### src/hw/rtl/prpn_pkg.sv
// Shared constants, types and command/status structs for the PageRank pull node update.
// No dependencies; every other file of the block imports this package.
package prpn_pkg;

  // Fraction bits of ranks, sums and tolerance (ranks and tolerance Q16.16, sums Q32.16 by default).
  localparam int FRAC_BITS = 16;
  // The damping factor is always Q1.16 (one is 65536).
  localparam int DAMP_FRAC = 16;

  localparam int RANK_W  = 32;
  localparam int DEG_W   = 24;
  localparam int SUM_W   = 48;
  localparam int DAMP_W  = 17;
  localparam int HALF_W  = SUM_W / 2;
  localparam int PROD_W  = DAMP_W + HALF_W;
  localparam int ACC_W   = PROD_W + HALF_W;
  localparam int CNT_W   = $clog2(RANK_W);

  localparam int CFG_IDX_W  = 1;
  localparam int CFG_DATA_W = 32;

  localparam logic [CFG_IDX_W-1:0] CFG_DAMPING   = 1'b0;
  localparam logic [CFG_IDX_W-1:0] CFG_TOLERANCE = 1'b1;

  localparam logic [DAMP_W-1:0] DAMP_ONE    = 17'd65536;
  localparam logic [DAMP_W-1:0] DAMP_RESET  = 17'd55706;
  localparam logic [RANK_W-1:0] TOL_RESET   = 32'd6554;
  localparam logic [SUM_W-1:0]  SUM_MAX     = {SUM_W{1'b1}};
  localparam logic [RANK_W-1:0] RANK_MAX    = {RANK_W{1'b1}};

  // Commands from the controller to the datapath.
  typedef struct packed {
    logic load;       // capture the accepted item
    logic div_start;  // start dividing rank by out-degree
    logic acc;        // add the quotient to the running sum
    logic mul_lo;     // damping times low half of the sum
    logic mul_hi;     // damping times high half of the sum
    logic fin;        // combine partial products and jump term, saturate
    logic emit;       // compare with old rank, load the result register
  } cmd_t;

  // Status from the datapath to the controller.
  typedef struct packed {
    logic in_work;    // offered item carries an edge with nonzero out-degree
    logic in_last;    // offered item closes the node
    logic node_last;  // captured item closes the node
    logic div_done;   // quotient is ready
    logic out_free;   // result register can take a new result this cycle
  } status_t;

endpackage

### src/hw/rtl/prpn_ctrl.sv
// Controller state machine: sequences divide, accumulate, multiply and compare.
// Depends on prpn_pkg for the command and status structs.
module prpn_ctrl import prpn_pkg::*; (
  input  logic    clk,
  input  logic    rst,
  input  logic    in_valid,
  output logic    in_ready,
  input  status_t status,
  output cmd_t    cmd
);

  typedef enum logic [2:0] {
    S_IDLE,
    S_DIV,
    S_ACC,
    S_MUL_LO,
    S_MUL_HI,
    S_FIN,
    S_EMIT
  } state_t;

  state_t state;
  state_t state_next;

  assign in_ready = (state == S_IDLE);

  always_comb begin
    state_next = state;
    cmd        = '0;
    case (state)
      S_IDLE: begin
        if (in_valid) begin
          cmd.load = 1'b1;
          if (status.in_work) begin
            cmd.div_start = 1'b1;
            state_next    = S_DIV;
          end else if (status.in_last) begin
            state_next = S_MUL_LO;
          end
        end
      end
      S_DIV: begin
        if (status.div_done) begin
          state_next = S_ACC;
        end
      end
      S_ACC: begin
        cmd.acc    = 1'b1;
        state_next = status.node_last ? S_MUL_LO : S_IDLE;
      end
      S_MUL_LO: begin
        cmd.mul_lo = 1'b1;
        state_next = S_MUL_HI;
      end
      S_MUL_HI: begin
        cmd.mul_hi = 1'b1;
        state_next = S_FIN;
      end
      S_FIN: begin
        cmd.fin    = 1'b1;
        state_next = S_EMIT;
      end
      S_EMIT: begin
        if (status.out_free) begin
          cmd.emit   = 1'b1;
          state_next = S_IDLE;
        end
      end
      default: state_next = S_IDLE;
    endcase
  end

  always_ff @(posedge clk) begin
    if (rst) begin
      state <= S_IDLE;
    end else begin
      state <= state_next;
    end
  end

endmodule

### config.mk
export PLATFORM = sky130hd
export DESIGN_NAME = prpn_ctrl
export DESIGN_NICKNAME = d
export VERILOG_FILES = /design/src/hw/rtl/prpn_pkg.sv /design/src/hw/rtl/prpn_ctrl.sv
export SDC_FILE = /design/constraint.sdc
export NUM_CORES = 1
export LEC_CHECK = 0
export BUFFER_PORTS_ARGS = -buffer_cell sky130_fd_sc_hd__clkbuf_2
export CORE_AREA = 5 5 42 44
export CTS_CLUSTER_SIZE = 25
export DETAILED_ROUTE_END_ITERATION = 10
export DIE_AREA = 0 0 47 49
export GPL_ROUTABILITY_DRIVEN = 0
export HOLD_SLACK_MARGIN = 0.12
export PLACE_DENSITY = 0.53
export SLEW_MARGIN = 20
export SYNTH_ARGS = -nofsm -noshare
export SYNTH_HDL_FRONTEND = slang
export SYNTH_SLANG_ARGS = --single-unit
### constraint.sdc
create_clock -name clk -period 2.6 [get_ports clk]
set_clock_uncertainty 0.2 [all_clocks]
set_input_delay 0.65 -clock clk [delete_from_list [all_inputs] [get_ports clk]]
set_output_delay 0.65 -clock clk [all_outputs]
set_load 0.02 [all_outputs]
Yosys cells after proc, flatten, opt, wreduce, memory -nomap -nowiden:

Index checks and enable logic that the tools add are counted.

* flip-flop bits (word level): 3
* input bits: 8
* logic and storage cells: 29

* equal/unequal tests: 10
* muxes and demuxes: 16
* reductions and logical operators: 2

Operator list (count)
* $pmux 3 s7: 1
* $mux 3: 5
* $eq 3x3->1 const B: 3
* $mux 1: 7
* $eq 3x2->1 const B: 2
* $mux 2: 3
* $ne 2x2->1 const B: 3
* $reduce_and 4->1: 1
* $eq 3x1->1 const B: 1
* $logic_not 3->1: 1
* $ne 3x1->1 const B: 1

Depth between registers and ports, before layout:

Gate-level depths: netlist of run 1.

* depth in word-level cells: 4
* gate-level depth with buffers: 4

Worst setup path after synthesis of run 1:

Ideal clock, no wire load.

* path type: reg-to-output
* start point: register state[0]
* end point: output cmd[5] (netlist name)
* data arrival time: 1476 ps
* path slack: 274 ps
* cell stages (with the launch flop): 4
* buffers on the path: 1
* cell sequence: dfxtp_1 > clkbuf_2 > nor3_1 > and3_1

RTL lines
* start: declaration: line prpn_ctrl.sv:22 `state_t state;`
* start signal: assignment: line prpn_ctrl.sv:77 `state <= state_next;`
* end: declaration: line prpn_ctrl.sv:9 `output cmd_t cmd`

==> results of run 1 <==
-- critical path: stages (launching register included) --
cell,delay [ps]
dfxtp_1,400
nor3_1,440
and3_1,210
clkbuf_2,160
-- synth_stat cells, drive strengths merged --
library cell	instances
o21ai	2
a221oi	1
nor3	2
nand4bb	2
buf	2
and4b	1
o211a	1
nor4b	1
or3	1
a21boi	1
or2	1
nor2	3
and2	1
inv	1
clkbuf	1
a21oi	1
dfxtp	3
nor2b	1
a221o	1
or2b	1
nor3b	1
a41oi	1
and3	2
-- placed cells by master, fill, tap and decap left out, types with 2 or more instances in the layout --
cell       synthesis  routed
clkbuf_4           0       3
and3_1             2       2
nor2_1             3       3
nor3_1             2       2
o21ai_0            2       2
nand4bb_1          2       2
clkbuf_2           1      15
dfxtp_1            3       3
-- metrics by stage --
stage	instances	cell area (um2)	setup WS (ps)	hold slack, ps	util
floorplan	32	283	274	361	-
global placement	60	354	605	443	0.253
detailed placement	60	354	545	437	0.253
CTS	64	380	276	409	0.271
global route	64	380	212	436	0.271
finish	64	380	296	415	0.271
-- routing by layer --
layer,up-vias,part of all wire,GRT usage
met5,-,0,0
met4,0,0.029,0.0691
met3,2,0.068,0
met2,13,0.40,0.0950
met1,133,0.51,0.0808
li1,154,-,-
-- path summary, 6_finish.rpt --
check        slack (ps)             startpoint                     to  depth (start not counted)
max                 300  state[2]$_SDFFE_PP0P_                 cmd[5]                          3
max reg2reg        1140  state[1]$_SDFFE_PP0P_  state[1]$_SDFFE_PP0P_                          3
min reg2reg         450  state[2]$_SDFFE_PP0P_  state[2]$_SDFFE_PP0P_                          2
min                 410                    rst  state[2]$_SDFFE_PP0P_                          2
-- cell type report --
type,count,area share
multi-input combinational,25,0.513
timing repair buffer,15,0.197
sequential,3,0.158
inverter,1,0.00987
tap,16,0.0526
clock buffer,4,0.0691
-- cells by family after synthesis --
group | Yosys count
flops | 3
simple gates | 17
buf+inv | 4
compound gates | 8
-- where the power goes --
group          leakage, uW  internal, uW  switching, uW
Combinational     0.000140          46.9           50.1
Clock            0.0000150          57.8           28.7
Sequential       0.0000247          53.5           20.3
Total             0.000180           158           99.1
==> impl_metrics.ini, run 1 <==
[timing]
tightest_slew_ps = 437
tns_ps = 0
fin_crit_ps = 2300
finalSetupViolCount = 0
drv_slew = 0
hold_viol = 0
timing.final.crit_share = 0.886
fmax_mhz = 434
relSlewSlack = 0.707
grt_setup_unrepaired = false

[clock_network]
ctsLongestPathBuffers = 2
htree_num_levels = 1
clk-insertion-delay-late_ps = 240
postCtsResizedCells = 0
postCtsHoldBufs = 0
cts_made_buffers = 3
cts-root-buf = clkbuf_4
path_clk_slew_ps = 40
cts_setup_buffers = 0
cts_tree = built
clkSinkCount = 3

[logic_synthesis]
synth_top_area_cell = dfxtp_1
synth_top_cell_area_share = 0.212
synth-xor-area-share = 0
synth_top_family_by_area = simple AND/OR/NAND/NOR gates
syn-instance-count = 32
muxShareOfSynthArea = 0
synth_compound_area_frac = 0.257
syn_area_um2 = 283
synth_adder_area_share = 0
syn_nets = 40
synthDistinctLibCells = 24
syn_avg_cell_area_um2 = 8.84
yosys_warnings = 0
ys_seq_area_frac = 0.212
synth-seq-cells = 3
yosys-top-cells-area = dfxtp_1 21%, nand4bb_1 8.0%, a41oi_2 5.8%
synth-simple-area-share = 0.434

[routing]
drt-total-wl_um = 718
drt-wirelength-per-cell_um = 11.2
vias = 302
viasPerCell = 4.72
post-route-drc-count = 0
ant_nets = 0
first_iter_violations = 3
drt_pass1_iterations = 2

[global_routing]
grt_max_degree = 15
gr-total-overflow = 0
grt_pass1_wl_um = 1090
antenna_found_initial = 0
grt_usage = 0.0661
first_global_vias = 289

[critical_path]
crit_arrival_ps = 1450
worstPathMaxFanout = 11
worstSetupPathType = flip-flop to primary output
endpoint_kind = primary output
crit_path_start_kind = flip-flop
crit_required_ps = 1750

[final_layout]
area_delta_synth_final_pct = 34.5
top_regs = state: 3 flops
fillCellCount = 160
nets = 57
regMostFlops = state
multi_input_area_um2 = 195
largest_register_ffs = 3
seqCellArea_um2 = 60.1
drive_gt1_frac = 0.521
diodes = 0

[power_and_ir_drop]
finalPower_uw = 257
power_density_nw_per_um2 = 676
irDropWorstVdd_mv = 0.129
total_leakage_power_uw = 0.000180

[run_status]
status = completed

[floorplan]
num_io_pins = 16
num_rows = 14
die_area_um2 = 2300
initial_core_util = 0.202
die_y_um = 49
die_x_um = 47
core_um2 = 1400

[run]
maxCapViolCount = 0

[placed_design]
hpwl_um = 525
portBuffers = 15

[hold_path]
hold_path.class = primary input to flip-flop
No activity file was read; power rests on OpenSTA's default activity.
==> inputs of run 2 (changes only) <==
Settings changed: ABC_AREA set to 1, PLACE_DENSITY 0.53 to 0.51.
==> run 2 against run 1 <==
  * Cell area fell by 3.3%
  * Utilization is 0.89 points lower
  * Via count is 12% higher
  * Non-clock buffer count did not move
  * Worst hold slack lost 82 ps
  * Die area stayed put
  * Synthesized cell count grew 47%
  * Global-route usage rose by 0.64 points
  * Flip-flop and latch count unchanged
  * Clock power decreased by 0.5%
  * Clock-buffer cell count is the same
  * First-iteration DRC count grew to 4.3 times the previous value
  * Highest routed layer unchanged
==> impl_metrics.ini, run 2 <==
[timing]
fmax_mhz = 442
tns_ps = 0
timing.final.crit_share = 0.870
tightest_slew_ps = 253
drv_slew = 0
grt_setup_unrepaired = false
relSlewSlack = 0.831
fin_crit_ps = 2260
finalSetupViolCount = 0
hold_viol = 0

[critical_path]
reg2reg_from = state[2]$_SDFFE_PP0P_
reg2regPathDepth = 7
crit_arrival_ps = 1410
critPathBufInv = 3
crit_required_ps = 1750
worstSetupPathType = flip-flop to primary output
endpoint_kind = primary output
path_delay_family = simple AND/OR/NAND/NOR gates
crit_path_start_kind = flip-flop
crit_path_cell_trace = nor2_1 -> inv_1 -> nor2_1 -> inv_1 -> nor3_1 -> clkbuf_2
r2r_slack_ps = 1270
r2r_end = state[1]$_SDFFE_PP0P_
crit_start = state[1]$_SDFFE_PP0P_
worstPathMaxFanout = 5
slowest_delay_ps = 330
worstSetupPathDepth = 6
cpMaxStageDelayCell = dfxtp_1

[power_and_ir_drop]
irDropWorstVdd_mv = 0.343
total_leakage_power_uw = 0.000233
power_density_nw_per_um2 = 1100

[global_routing]
grt_max_degree = 8
grt_pass1_wl_um = 1210
gr-total-overflow = 0
antenna_found_initial = 0
first_global_vias = 306
grt_usage = 0.0725

[logic_synthesis]
yosys_warnings = 0
synth-async-reset-ratio = 0
synth_top_area_cell = dfxtp_1
yosysMostFrequentCell = inv_1
ys_seq_area_frac = 0.244
synthDistinctLibCells = 10
synth-seq-cells = 3
ys.flop_type = dfxtp_1
synth_top_cell_area_share = 0.244
synth_edf_count = 0
syn_avg_cell_area_um2 = 5.24
synth_commonest_cells = 11 x inv_1, 10 x nor2_1, 9 x nand2_1
syn-instance-count = 47
syn_area_um2 = 246
syn_nets = 55
yosys-top-cells-area = dfxtp_1 24%, inv_1 17%, nor2_1 15%

[final_layout]
drive_gt1_frac = 0.303
instances_no_fill = 82
largest_register_ffs = 3
regMostFlops = state
fillCellCount = 171
diodes = 0
multi_input_area_um2 = 141
final_common_cell = clkbuf_2
design_area_um2 = 368
area_delta_synth_final_pct = 49.2
mostFrequentLayoutCells = 15 x clkbuf_2, 11 x inv_1, 10 x nor2_1, 9 x nand2_1
nets = 75
top_regs = state: 3 flops
seqCellArea_um2 = 60.1

[clock_network]
path_clk_slew_ps = 40
cts_setup_buffers = 0
postCtsResizedCells = 0
cts-root-buf = clkbuf_4
clk-insertion-delay-late_ps = 240
clkSinkCount = 3
postCtsHoldBufs = 0
ctsLongestPathBuffers = 2
cts_tree = built
cts_made_buffers = 3
htree_num_levels = 1

[floorplan]
num_rows = 14
die_x_um = 47
num_io_pins = 16
core_um2 = 1400
die_area_um2 = 2300
initial_core_util = 0.176
die_y_um = 49

[placed_design]
place_area_um2 = 342
placedCellCount = 78
portBuffers = 15
hpwl_um = 565

[routing]
drt-wirelength-per-cell_um = 8.35
first_iter_violations = 13
ant_nets = 0
vias = 338
drt-total-wl_um = 685
post-route-drc-count = 0
viasPerCell = 4.12
drt_pass1_iterations = 4

[hold_path]
hp-start = state[1]$_SDFFE_PP0P_
hold_path.class = flip-flop to flip-flop
holdPathStages = 2
min_to = state[1]$_SDFFE_PP0P_

[run]
maxCapViolCount = 0

[run_status]
status = completed
[run 2: changes by cell type after synthesis, moves of 3 or more]
cell	change
nand3_1	+3
nand2_1	+9
nand4_1	+3
inv_1	+10
nor2_1	+7
[run 2: area by class of cell]
class / instances / share of cell area
clock buffers: 4 / 0.0714
repair buffers: 15 / 0.204
flip-flops and latches: 3 / 0.163
inverters: 12 / 0.122
multi-input cells: 32 / 0.384
well taps: 16 / 0.0544
[run 2: worst reg2reg max path, cell delays in order, from the launching register on]
cell and delay (ps):
dfxtp_1 450, inv_2 110, nand3_1 120, nand2_1 70
nor2_2 110, nand2_1 60, nand2_1 50, nor2_1 30
[run 2: worst max path at each step]
stage / endpoint / slack (ps)
2_1_floorplan: cmd[5] / 280
3_3_place_gp: cmd[5] / 590
3_5_place_dp: cmd[0] / 600
4_1_cts: cmd[5] / 330
5_1_grt: cmd[5] / 210
6_report: cmd[5] / 340
[run 2: per-stage QoR]
step                       util  hold slack (ps)  setup slack [ps]  power, uW
after floorplan               -              302               276        258
final                     0.263              332               338        405
after CTS                 0.263              327               325        412
after global routing      0.263              383               205        451
after detailed placement  0.244              321               599        321
after global placement    0.244              325               592        323
[run 2: per-layer routing]
layer  vias to the layer above  wire [um]  GRT usage
li1                        183          -          -
met1                       145        304     0.0877
met2                         8        335      0.102
met3                         2         30     0.0111
met4                         0         15     0.0691
met5                         -          0          0
[run 2: power by group]
| part | leakage [uW] | switching (uW) | internal, uW |
|---|---|---|---|
| clock | 0.0000150 | 28.3 | 57.8 |
| sequential | 0.0000248 | 20.8 | 63.3 |
| combinational | 0.000193 | 158 | 76.8 |
| total | 0.000233 | 207 | 198 |
[run 2: logic make-up (layout without fill, tap and decap cells)]
kind of cell | count (synthesis) | count (layout) | synth area share
buf+inv | 12 | 31 | 0.183
flops | 3 | 3 | 0.244
compound gates | 3 | 3 | 0.0609
simple gates | 29 | 29 | 0.513
