<file path="src/hw/rtl/prpn_pkg.sv">
// Shared constants, types and command/status structs for the PageRank pull node update.
// No dependencies; every other file of the block imports this package.
package prpn_pkg;

  // Fraction bits of ranks, sums and tolerance (ranks and tolerance Q16.16, sums Q32.16 by default).
  localparam int FRAC_BITS = 16;
  // The damping factor is always Q1.16 (one is 65536).
  localparam int DAMP_FRAC = 16;

  localparam int RANK_W  = 32;
  localparam int DEG_W   = 24;
  localparam int SUM_W   = 48;
  localparam int DAMP_W  = 17;
  localparam int HALF_W  = SUM_W / 2;
  localparam int PROD_W  = DAMP_W + HALF_W;
  localparam int ACC_W   = PROD_W + HALF_W;
  localparam int CNT_W   = $clog2(RANK_W);

  localparam int CFG_IDX_W  = 1;
  localparam int CFG_DATA_W = 32;

  localparam logic [CFG_IDX_W-1:0] CFG_DAMPING   = 1'b0;
  localparam logic [CFG_IDX_W-1:0] CFG_TOLERANCE = 1'b1;

  localparam logic [DAMP_W-1:0] DAMP_ONE    = 17'd65536;
  localparam logic [DAMP_W-1:0] DAMP_RESET  = 17'd55706;
  localparam logic [RANK_W-1:0] TOL_RESET   = 32'd6554;
  localparam logic [SUM_W-1:0]  SUM_MAX     = {SUM_W{1'b1}};
  localparam logic [RANK_W-1:0] RANK_MAX    = {RANK_W{1'b1}};

  // Commands from the controller to the datapath.
  typedef struct packed {
    logic load;       // capture the accepted item
    logic div_start;  // start dividing rank by out-degree
    logic acc;        // add the quotient to the running sum
    logic mul_lo;     // damping times low half of the sum
    logic mul_hi;     // damping times high half of the sum
    logic fin;        // combine partial products and jump term, saturate
    logic emit;       // compare with old rank, load the result register
  } cmd_t;

  // Status from the datapath to the controller.
  typedef struct packed {
    logic in_work;    // offered item carries an edge with nonzero out-degree
    logic in_last;    // offered item closes the node
    logic node_last;  // captured item closes the node
    logic div_done;   // quotient is ready
    logic out_free;   // result register can take a new result this cycle
  } status_t;

endpackage

</file>
<file path="src/hw/rtl/prpn_div.sv">
// Restoring divider, one quotient bit per cycle, for rank / out-degree.
// Depends on prpn_pkg.
module prpn_div import prpn_pkg::*; (
  input  logic              clk,
  input  logic              rst,
  input  logic              start,
  input  logic [RANK_W-1:0] dividend,
  input  logic [DEG_W-1:0]  divisor,
  output logic [RANK_W-1:0] quotient,
  output logic              done
);

  logic [DEG_W-1:0]  dvsr;
  logic [DEG_W-1:0]  rem;
  logic [RANK_W-1:0] quo;
  logic [CNT_W-1:0]  count;
  logic              busy;
  logic [DEG_W:0]    trial;
  logic [DEG_W:0]    trial_sub;

  // Shift in the next dividend bit and try to subtract the divisor.
  assign trial     = {rem, quo[RANK_W-1]};
  assign trial_sub = trial - {1'b0, dvsr};

  always_ff @(posedge clk) begin
    if (rst) begin
      busy  <= 1'b0;
      done  <= 1'b0;
      count <= '0;
    end else begin
      done <= 1'b0;
      if (start) begin
        busy  <= 1'b1;
        count <= '0;
        dvsr  <= divisor;
        rem   <= '0;
        quo   <= dividend;
      end else if (busy) begin
        if (!trial_sub[DEG_W]) begin
          rem <= trial_sub[DEG_W-1:0];
          quo <= {quo[RANK_W-2:0], 1'b1};
        end else begin
          rem <= trial[DEG_W-1:0];
          quo <= {quo[RANK_W-2:0], 1'b0};
        end
        count <= count + 1'b1;
        if (count == CNT_W'(RANK_W - 1)) begin
          busy <= 1'b0;
          done <= 1'b1;
        end
      end
    end
  end

  assign quotient = quo;

endmodule

</file>
<file path="src/hw/rtl/prpn_dp.sv">
// Datapath: configuration registers, divider, saturating sum, damping multiply,
// tolerance compare and the result register. Depends on prpn_pkg and prpn_div.
module prpn_dp import prpn_pkg::*; (
  input  logic                  clk,
  input  logic                  rst,
  input  logic                  cfg_we,
  input  logic [CFG_IDX_W-1:0]  cfg_index,
  input  logic [CFG_DATA_W-1:0] cfg_data,
  input  cmd_t                  cmd,
  output status_t               status,
  input  logic [RANK_W-1:0]     neighbor_rank,
  input  logic [DEG_W-1:0]      neighbor_outdeg,
  input  logic                  has_edge,
  input  logic                  last_edge,
  input  logic [RANK_W-1:0]     old_rank,
  output logic                  out_valid,
  input  logic                  out_ready,
  output logic [RANK_W-1:0]     new_rank,
  output logic                  changed
);

  logic [DAMP_W-1:0] damping;
  logic [RANK_W-1:0] tolerance;
  logic [SUM_W-1:0]  sum;
  logic              node_last;
  logic [RANK_W-1:0] node_old_rank;
  logic [PROD_W-1:0] p_lo;
  logic [PROD_W-1:0] p_hi;
  logic [RANK_W-1:0] value;

  logic [RANK_W-1:0] quotient;
  logic              div_done;
  logic [SUM_W:0]    sum_add;
  logic [DAMP_W-1:0] damp_eff;
  logic [DAMP_W-1:0] jump;
  logic [HALF_W-1:0] mul_opnd;
  logic [PROD_W-1:0] product;
  logic [ACC_W-1:0]  acc;
  logic [ACC_W-DAMP_FRAC-1:0] scaled;
  logic [RANK_W-1:0] diff;
  logic              upd;

  prpn_div u_div (
    .clk      (clk),
    .rst      (rst),
    .start    (cmd.div_start),
    .dividend (neighbor_rank),
    .divisor  (neighbor_outdeg),
    .quotient (quotient),
    .done     (div_done)
  );

  // Damping above one acts as one.
  assign damp_eff = (damping > DAMP_ONE) ? DAMP_ONE : damping;
  assign jump     = DAMP_ONE - damp_eff;

  assign sum_add  = {1'b0, sum} + (SUM_W + 1)'(quotient);

  // One shared multiplier serves both halves of the sum.
  assign mul_opnd = cmd.mul_hi ? sum[SUM_W-1:HALF_W] : sum[HALF_W-1:0];
  assign product  = PROD_W'(damp_eff) * PROD_W'(mul_opnd);

  assign acc    = {p_hi, {HALF_W{1'b0}}} + ACC_W'(p_lo) + (ACC_W'(jump) << FRAC_BITS);
  assign scaled = acc[ACC_W-1:DAMP_FRAC];

  assign diff = (value >= node_old_rank) ? value - node_old_rank : node_old_rank - value;
  assign upd  = diff > tolerance;

  always_ff @(posedge clk) begin
    if (rst) begin
      damping   <= DAMP_RESET;
      tolerance <= TOL_RESET;
      sum       <= '0;
      out_valid <= 1'b0;
    end else begin
      if (cfg_we) begin
        case (cfg_index)
          CFG_DAMPING:   damping   <= cfg_data[DAMP_W-1:0];
          CFG_TOLERANCE: tolerance <= cfg_data[RANK_W-1:0];
          default: ;
        endcase
      end
      if (cmd.acc) begin
        sum <= sum_add[SUM_W] ? SUM_MAX : sum_add[SUM_W-1:0];
      end
      if (out_valid && out_ready) begin
        out_valid <= 1'b0;
      end
      if (cmd.emit) begin
        out_valid <= 1'b1;
        sum       <= '0;
      end
    end
  end

  always_ff @(posedge clk) begin
    if (cmd.load) begin
      node_last     <= last_edge;
      node_old_rank <= old_rank;
    end
    if (cmd.mul_lo) begin
      p_lo <= product;
    end
    if (cmd.mul_hi) begin
      p_hi <= product;
    end
    if (cmd.fin) begin
      value <= (|scaled[ACC_W-DAMP_FRAC-1:RANK_W]) ? RANK_MAX : scaled[RANK_W-1:0];
    end
    if (cmd.emit) begin
      new_rank <= upd ? value : node_old_rank;
      changed  <= upd;
    end
  end

  always_comb begin
    status.in_work   = has_edge && (neighbor_outdeg != '0);
    status.in_last   = last_edge;
    status.node_last = node_last;
    status.div_done  = div_done;
    status.out_free  = !out_valid || out_ready;
  end

endmodule

</file>
<file path="config.mk">
export PLATFORM = sky130hd
export DESIGN_NAME = prpn_dp
export DESIGN_NICKNAME = d
export VERILOG_FILES = /design/src/hw/rtl/prpn_pkg.sv /design/src/hw/rtl/prpn_div.sv /design/src/hw/rtl/prpn_dp.sv
export SDC_FILE = /design/constraint.sdc
export NUM_CORES = 2
export LEC_CHECK = 0
export BUFFER_PORTS_ARGS = -buffer_cell sky130_fd_sc_hd__buf_2
export CAP_MARGIN = 20
export CORE_MARGIN = 2
export CORE_UTILIZATION = 45
export DETAILED_ROUTE_END_ITERATION = 6
export PLACE_DENSITY_LB_ADDON = 0.3
export SYNTH_ARGS = -nofsm -noshare
export SYNTH_HDL_FRONTEND = slang
export SYNTH_SLANG_ARGS = --single-unit
</file>
<file path="constraint.sdc">
create_clock -name clk -period 19.18 [get_ports clk]
set_input_delay 2.877 -clock clk [delete_from_list [all_inputs] [get_ports clk]]
set_output_delay 2.877 -clock clk [all_outputs]
set_load 0.01 [all_outputs]
</file>
==> After elaboration in Yosys (flattened, before gate mapping) <==
Index checks and enable logic that the tools add are counted.
{ "classes": {"n_eq_ne": 1, "n_mul": 1, "reduce_logical": 15, "addsub": 8, "order_cmp": 3, "mux": 16, "bitwise": 3} }
{ "ops": {"columns": ["operator", "count"], "rows": [
  ["32-bit 2-to-1 mux", 4],
  ["24-bit 2-to-1 mux", 3],
  ["65-bit by 33-bit adder with 65-bit output", 1],
  ["65-bit by 41-bit adder with 65-bit output", 1],
  ["32-bit subtractor", 2],
  ["48-bit by 32-bit adder with 49-bit output", 1],
  ["48-bit 2-to-1 mux", 1],
  ["17-bit by 24-bit multiplier with 41-bit output", 1],
  ["32-bit >= comparator", 1],
  ["32-bit > comparator", 1],
  ["25-bit by 24-bit subtractor with 25-bit output", 1],
  ["24-bit nonzero test", 1],
  ["17-bit > comparator (second input constant)", 1],
  ["17-bit 2-to-1 mux", 1],
  ["17-bit OR reduction", 1],
  ["17-bit subtractor (first input constant)", 1],
  ["2-bit AND reduction", 4],
  ["1-bit 2-to-1 mux", 7],
  ["5-bit by 1-bit adder with 5-bit output (second input constant)", 1],
  ["5-bit == test (second input constant)", 1],
  ["2-bit nonzero test", 2],
  ["2-bit OR reduction", 2],
  ["1-bit inverter", 3],
  ["3-bit OR reduction", 1],
  ["3 further kinds", 4]
]} }
{ "word_totals": {"regBits": 365, "inputBits": 134, "elab_cells": 64} }

==> Longest topological paths before layout <==
{ "logic_depth": {"depth_word": 5, "mapped_depth": 28} }

==> Hierarchy <==
A second synthesis with hierarchy kept.
{ "unflattened": {"cells_unflattened": 3964, "area_unflattened_um2": 35978.3} }
{ "by_module_without_submodules": {"columns": ["mod", "instances", "cells_per_inst", "area_each_um2"], "rows": [
  ["prpn_dp", 1, 3554, 31062.3],
  ["prpn_div", 1, 410, 4916.0]
]} }

==> Worst setup path before layout <==
Ideal clock, no wire load.
{ "synth_timing": {"kind": "input-to-reg", "start": "input cmd[2] (netlist name)", "end": "register p_hi[39] (data pin)", "t_arrival_ns": 9.686, "n_path_buf": 2, "stages": 22, "setup_time_ns": 0.262, "required_ns": 18.918, "slack_ns": 9.232, "path_cell_list": "clkbuf_1 clkbuf_1 mux2i_1 nor2_1 fa_1 fa_1 fa_1 fa_1 fa_1 inv_1 fa_1 inv_1 ha_1 and2_1 a221oi_1 o21ai_0 or3_1 o21a_1 a2111o_1 a21o_1 a21o_1 xor2_1"} }
{ "synth_between": {"elab_chain_cells": 2} }
{ "synth_rtl": {"columns": ["element", "line", "text"], "rows": [
  ["start: declaration", "prpn_dp.sv:9", "input cmd_t cmd,"],
  ["24-bit 2-to-1 mux", "prpn_dp.sv:60", "assign mul_opnd = cmd.mul_hi ? sum[SUM_W-1:HALF_W] : sum[HALF_W-1:0];"],
  ["17-bit by 24-bit multiplier with 41-bit output", "prpn_dp.sv:61", "assign product = PROD_W'(damp_eff) * PROD_W'(mul_opnd);"],
  ["via product[39]", "prpn_dp.sv:37", "logic [PROD_W-1:0] product;"],
  ["end signal: assignment", "prpn_dp.sv:105", "p_hi <= product;"],
  ["end: declaration", "prpn_dp.sv:28", "logic [PROD_W-1:0] p_hi;"]
]} }
The timed path passes the listed nets, and every way through them passes these cells.
A chain may end at the register's enable or synchronous reset.

==> Worst setup path in the final report <==
{ "layout_timing": {"start": "input cmd[2] (netlist name)", "end": "register p_lo[39] (data pin)"} }
{ "layout_between": {"elab_chain_cells": 2} }
{ "layout_rtl": {"columns": ["element", "line", "text"], "rows": [
  ["24-bit 2-to-1 mux", "prpn_dp.sv:60", null],
  ["17-bit by 24-bit multiplier with 41-bit output", "prpn_dp.sv:61", null],
  ["via product[39]", "prpn_dp.sv:37", null],
  ["end signal: assignment", "prpn_dp.sv:102", "p_lo <= product;"],
  ["end: declaration", "prpn_dp.sv:27", "logic [PROD_W-1:0] p_lo;"]
]} }
The timed path passes the listed nets, and every way through them passes these cells.

==> summary.txt <==
Logic synthesis
  – Syn nets: 4695
  – Synth Instances: 3908
  – Syn Area/Cell: 9.166 sq um
  – Synth unique cells: 95
  – Synth warnings: 0
  – Synth Cell Area: 35820 sq um
  – Post-synth EDFFs: 244
  – Async set or reset register ratio after synthesis: 0
  – Synth Flop Type: edfxtp_1
  – Synth Register Bits: 349
  – Sequential share of the synthesized area: 0.2632

Global route
  – Vias in the first global route: 27720
  – GRT Total Usage: 0.2384
  – Largest net degree at the start of global routing: 73
  – First-pass GRT wire length: 153.8 mm
  – Total congestion overflow: 0
  – Initial antenna violation count: 5

Placed design
  – GPL Wtd Cong: 0.9231
  – Dpl cells: 4995
  – I/O Buffers: 172
  – Placed cell area: 37620 sq um
  – DP Wirelength: 76.71 mm

CTS
  – Post-CTS sizing: 0
  – Total clock buffers created by CTS: 42
  – CTS tree: yes
  – Worst-Skew Late Latency: 580 ps
  – Worst-path clk slew: 60 ps
  – H-tree depth: 2
  – Max clock buf depth: 3
  – # hold bufs at CTS: 0
  – Root Driver: clkbuf_16
  – CTS sink cnt: 349
  – Post-CTS Setup Bufs: 0

Timing
  – Final hold violation count: 0
  – Period utilization: 0.5308
  – Final Setup Violations: 0
  – Final Max Slew Viols: 0
  – Clock Skews: 15.64 ps
  – Least-Margin Pin Slew: 1154 ps
  – RSZ-0062 raised after global routing: no
  – Setup TNS: 0 ps
  – Max Freq: 98.22 MHz
  – Minimum clock period: 10180 ps
  – Slew margin rel.: 0.2307

Worst setup path
  – R2R depth: 26
  – Crit path buffers/inverters: 6
  – Cell Chain, Critical Path: buf_4, buf_4, mux2i_1, nor2_1, fa_1, inv_1, fa_1, fa_1, inv_1, fa_1, fa_1, inv_1, fa_1, inv_1, ha_1, a2111o_1, a2bb2oi_1, o31a_1, or3_1, o21a_1, a2111o_1, a21o_1, a21o_1, xor2_1
  – Most used cell, CP: fa_1
  – CP Data Required Time: 19500 ps
  – Crit path from: cmd[2]
  – Arrival @ worst endpoint: 10500 ps
  – Slowest stage delay, CP: 720 ps
  – Crit Path Max Fanout: 57
  – Crit. End Element: flip-flop
  – Critical path class: input port to flip-flop
  – Slowest cell on the critical path: buf_4
  – Top delay family on crit path: adder cells
  – Setup crit start kind: input port
  – Reg2reg start: damping[0]
  – R2R setup slack: 10650 ps
  – Critical R2R Capture: p_hi[29]

Hold path
  – Hold EP: tolerance[10]
  – Worst hold path startpoint: tolerance[10]
  – Worst hold path type: flip-flop to flip-flop
  – Hold path cells: 2

Drt
  – ANT nets after route: 0
  – DRC violation count after routing: 0
  – Routed WL: 98.51 mm
  – Drt first-iter violations: 2066
  – Met3 routed WL: 6.063 mm
  – Via density: 5.489
  – M1 wire length: 41.67 mm
  – Routed len/inst: 19.38 um
  – Highest Signal Layer: met4
  – Met2 WL: 46.78 mm
  – DRT Pass-1 Iters: 6
  – Via count: 27900

Outcome
  – Status: finished clean

Pwr
  – Leak: 0.01835 uW
  – Peak VDD IR: 0.06216 mV
  – Pwr dens: 73.47 nW/um^2

Floorplan
  – Die Ht: 286.1 um
  – Chip Width: 286.1 um
  – Die area: 81870 sq um
  – Initial core utilization: 0.4542
  – Row count: 103
  – I/O pin cnt: 173
  – CORE AREA: 78870 sq um

Finish
  – Layout Cells excl Fill: 5082
  – Area growth, synth to finish: 9.159%
  – NumNets Final: 4782
  – Layout cells sized above 1: 0.09163
  – Design area: 39100 sq um
  – Final core utilization: 0.4958

Job
  – Max-Cap Viols: 0
power breakdown:
part	internal [uW]	leakage [uW]	switching, uW	total, uW
clock	481	0.000664	340	821
sequential	905	0.00312	48.8	954
combinational	428	0.0146	670	1100
state kept, by name (all words and copies together), names as in the netlist:
signal          cells
u_div.dvsr         24
u_div.busy          1
damping            17
node_last           1
p_lo               25
changed             1
u_div.rem          24
tolerance          32
u_div.count         5
out_valid           1
u_div.quotient     32
sum                48
new_rank           32
u_div.done          1
value              32
p_hi               41
node_old_rank      32
logic make-up (layout without fill, tap and decap cells):
group,after synthesis,in the layout,share of synthesized area
AOI/OAI and AO/OA,708,708,0.1305
xor gates and xnor gates,162,162,0.03961
adders and majority gates,653,653,0.3000
buffers and inverters,760,879,0.08132
DFF,349,349,0.2632
muxes,136,136,0.03992
other,0,5,0
and+or+nand+nor,1140,1140,0.1454
area by class of cell:
| type | instances | area, sq um |
|---|---|---|
| diodes | 5 | 12.51 |
| clock buffers | 55 | 1120 |
| clock inverters | 21 | 262.8 |
| fillers | 7499 | 39770 |
| inverters | 596 | 2237 |
| multi-input cells | 2799 | 23560 |
| flip-flops and latches | 349 | 9430 |
| well taps | 1050 | 1314 |
| repair buffers | 207 | 1169 |
placed cells by master (no fill, tap or decap), types with 102 or more instances in the layout:
cell / Yosys / final
edfxtp_1: 244 / 244
buf_2: 15 / 171
a21o_1: 102 / 102
ha_1: 310 / 310
fa_1: 343 / 343
o21ai_0: 124 / 124
dfxtp_1: 105 / 104
inv_1: 596 / 596
a21oi_1: 200 / 200
nor2_1: 281 / 279
nand2_1: 470 / 470
layer usage:
| layer | up-vias | GRT usage |
|---|---|---|
| met5 | - | 0 |
| met4 | 0 | 0.09136 |
| met3 | 210 | 0.03450 |
| met2 | 904 | 0.4002 |
| met1 | 13530 | 0.3116 |
| li1 | 13250 | - |
worst max path at each step:
stage / to / slack (ps) / cells after the start
3_3_place_gp: p_hi[39] / 8500 / 23
4_1_cts: p_hi[39] / 9030 / 23
3_5_place_dp: p_hi[39] / 8430 / 23
2_1_floorplan: p_hi[39] / 9230 / 22
5_1_grt: p_hi[40] / 8610 / 24
6_report: p_lo[39] / 9000 / 24
through the flow:
step                      worst slack, ps  hold slack, ps  power (uW)
after CTS                            9028           457.0        2886
after detailed placement             8431           448.9        2054
after floorplan                      9232           436.3        1749
after global placement               8502           444.6        2043
after global routing                 8606           473.5        3048
final                                8998           452.4        2873
worst reg2reg max path, delay by kind of cell (launching register included):
kind / cells / cell delay, ps
adder cells (fa/ha/maj): 7 / 3390
AO/OA/AOI/OAI: 7 / 2290
flip-flops: 1 / 340
XOR/XNOR: 1 / 110
buffers and inverters: 5 / 270
AND/OR/NAND/NOR: 6 / 1880
cell usage after synthesis (43+ instances only):
| master | instances | area (sq um) |
|---|---|---|
| xor2_1 | 65 | 569.3 |
| nand3_1 | 76 | 380.4 |
| dfxtp_1 | 105 | 2102 |
| mux2i_1 | 81 | 810.8 |
| and2_1 | 43 | 269.0 |
| o21ai_0 | 124 | 620.6 |
| mux2_2 | 55 | 619.3 |
| ha_1 | 310 | 3879 |
| xnor2_1 | 97 | 849.6 |
| nor2_1 | 281 | 1055 |
| fa_1 | 343 | 6867 |
| a31oi_1 | 53 | 331.6 |
| nand2_1 | 470 | 1764 |
| clkbuf_1 | 138 | 518.0 |
| inv_1 | 596 | 2237 |
| edfxtp_1 | 244 | 7327 |
| a21o_1 | 102 | 765.7 |
| a21oi_1 | 200 | 1001 |
Note: power is estimated with default switching activity, not from simulation.
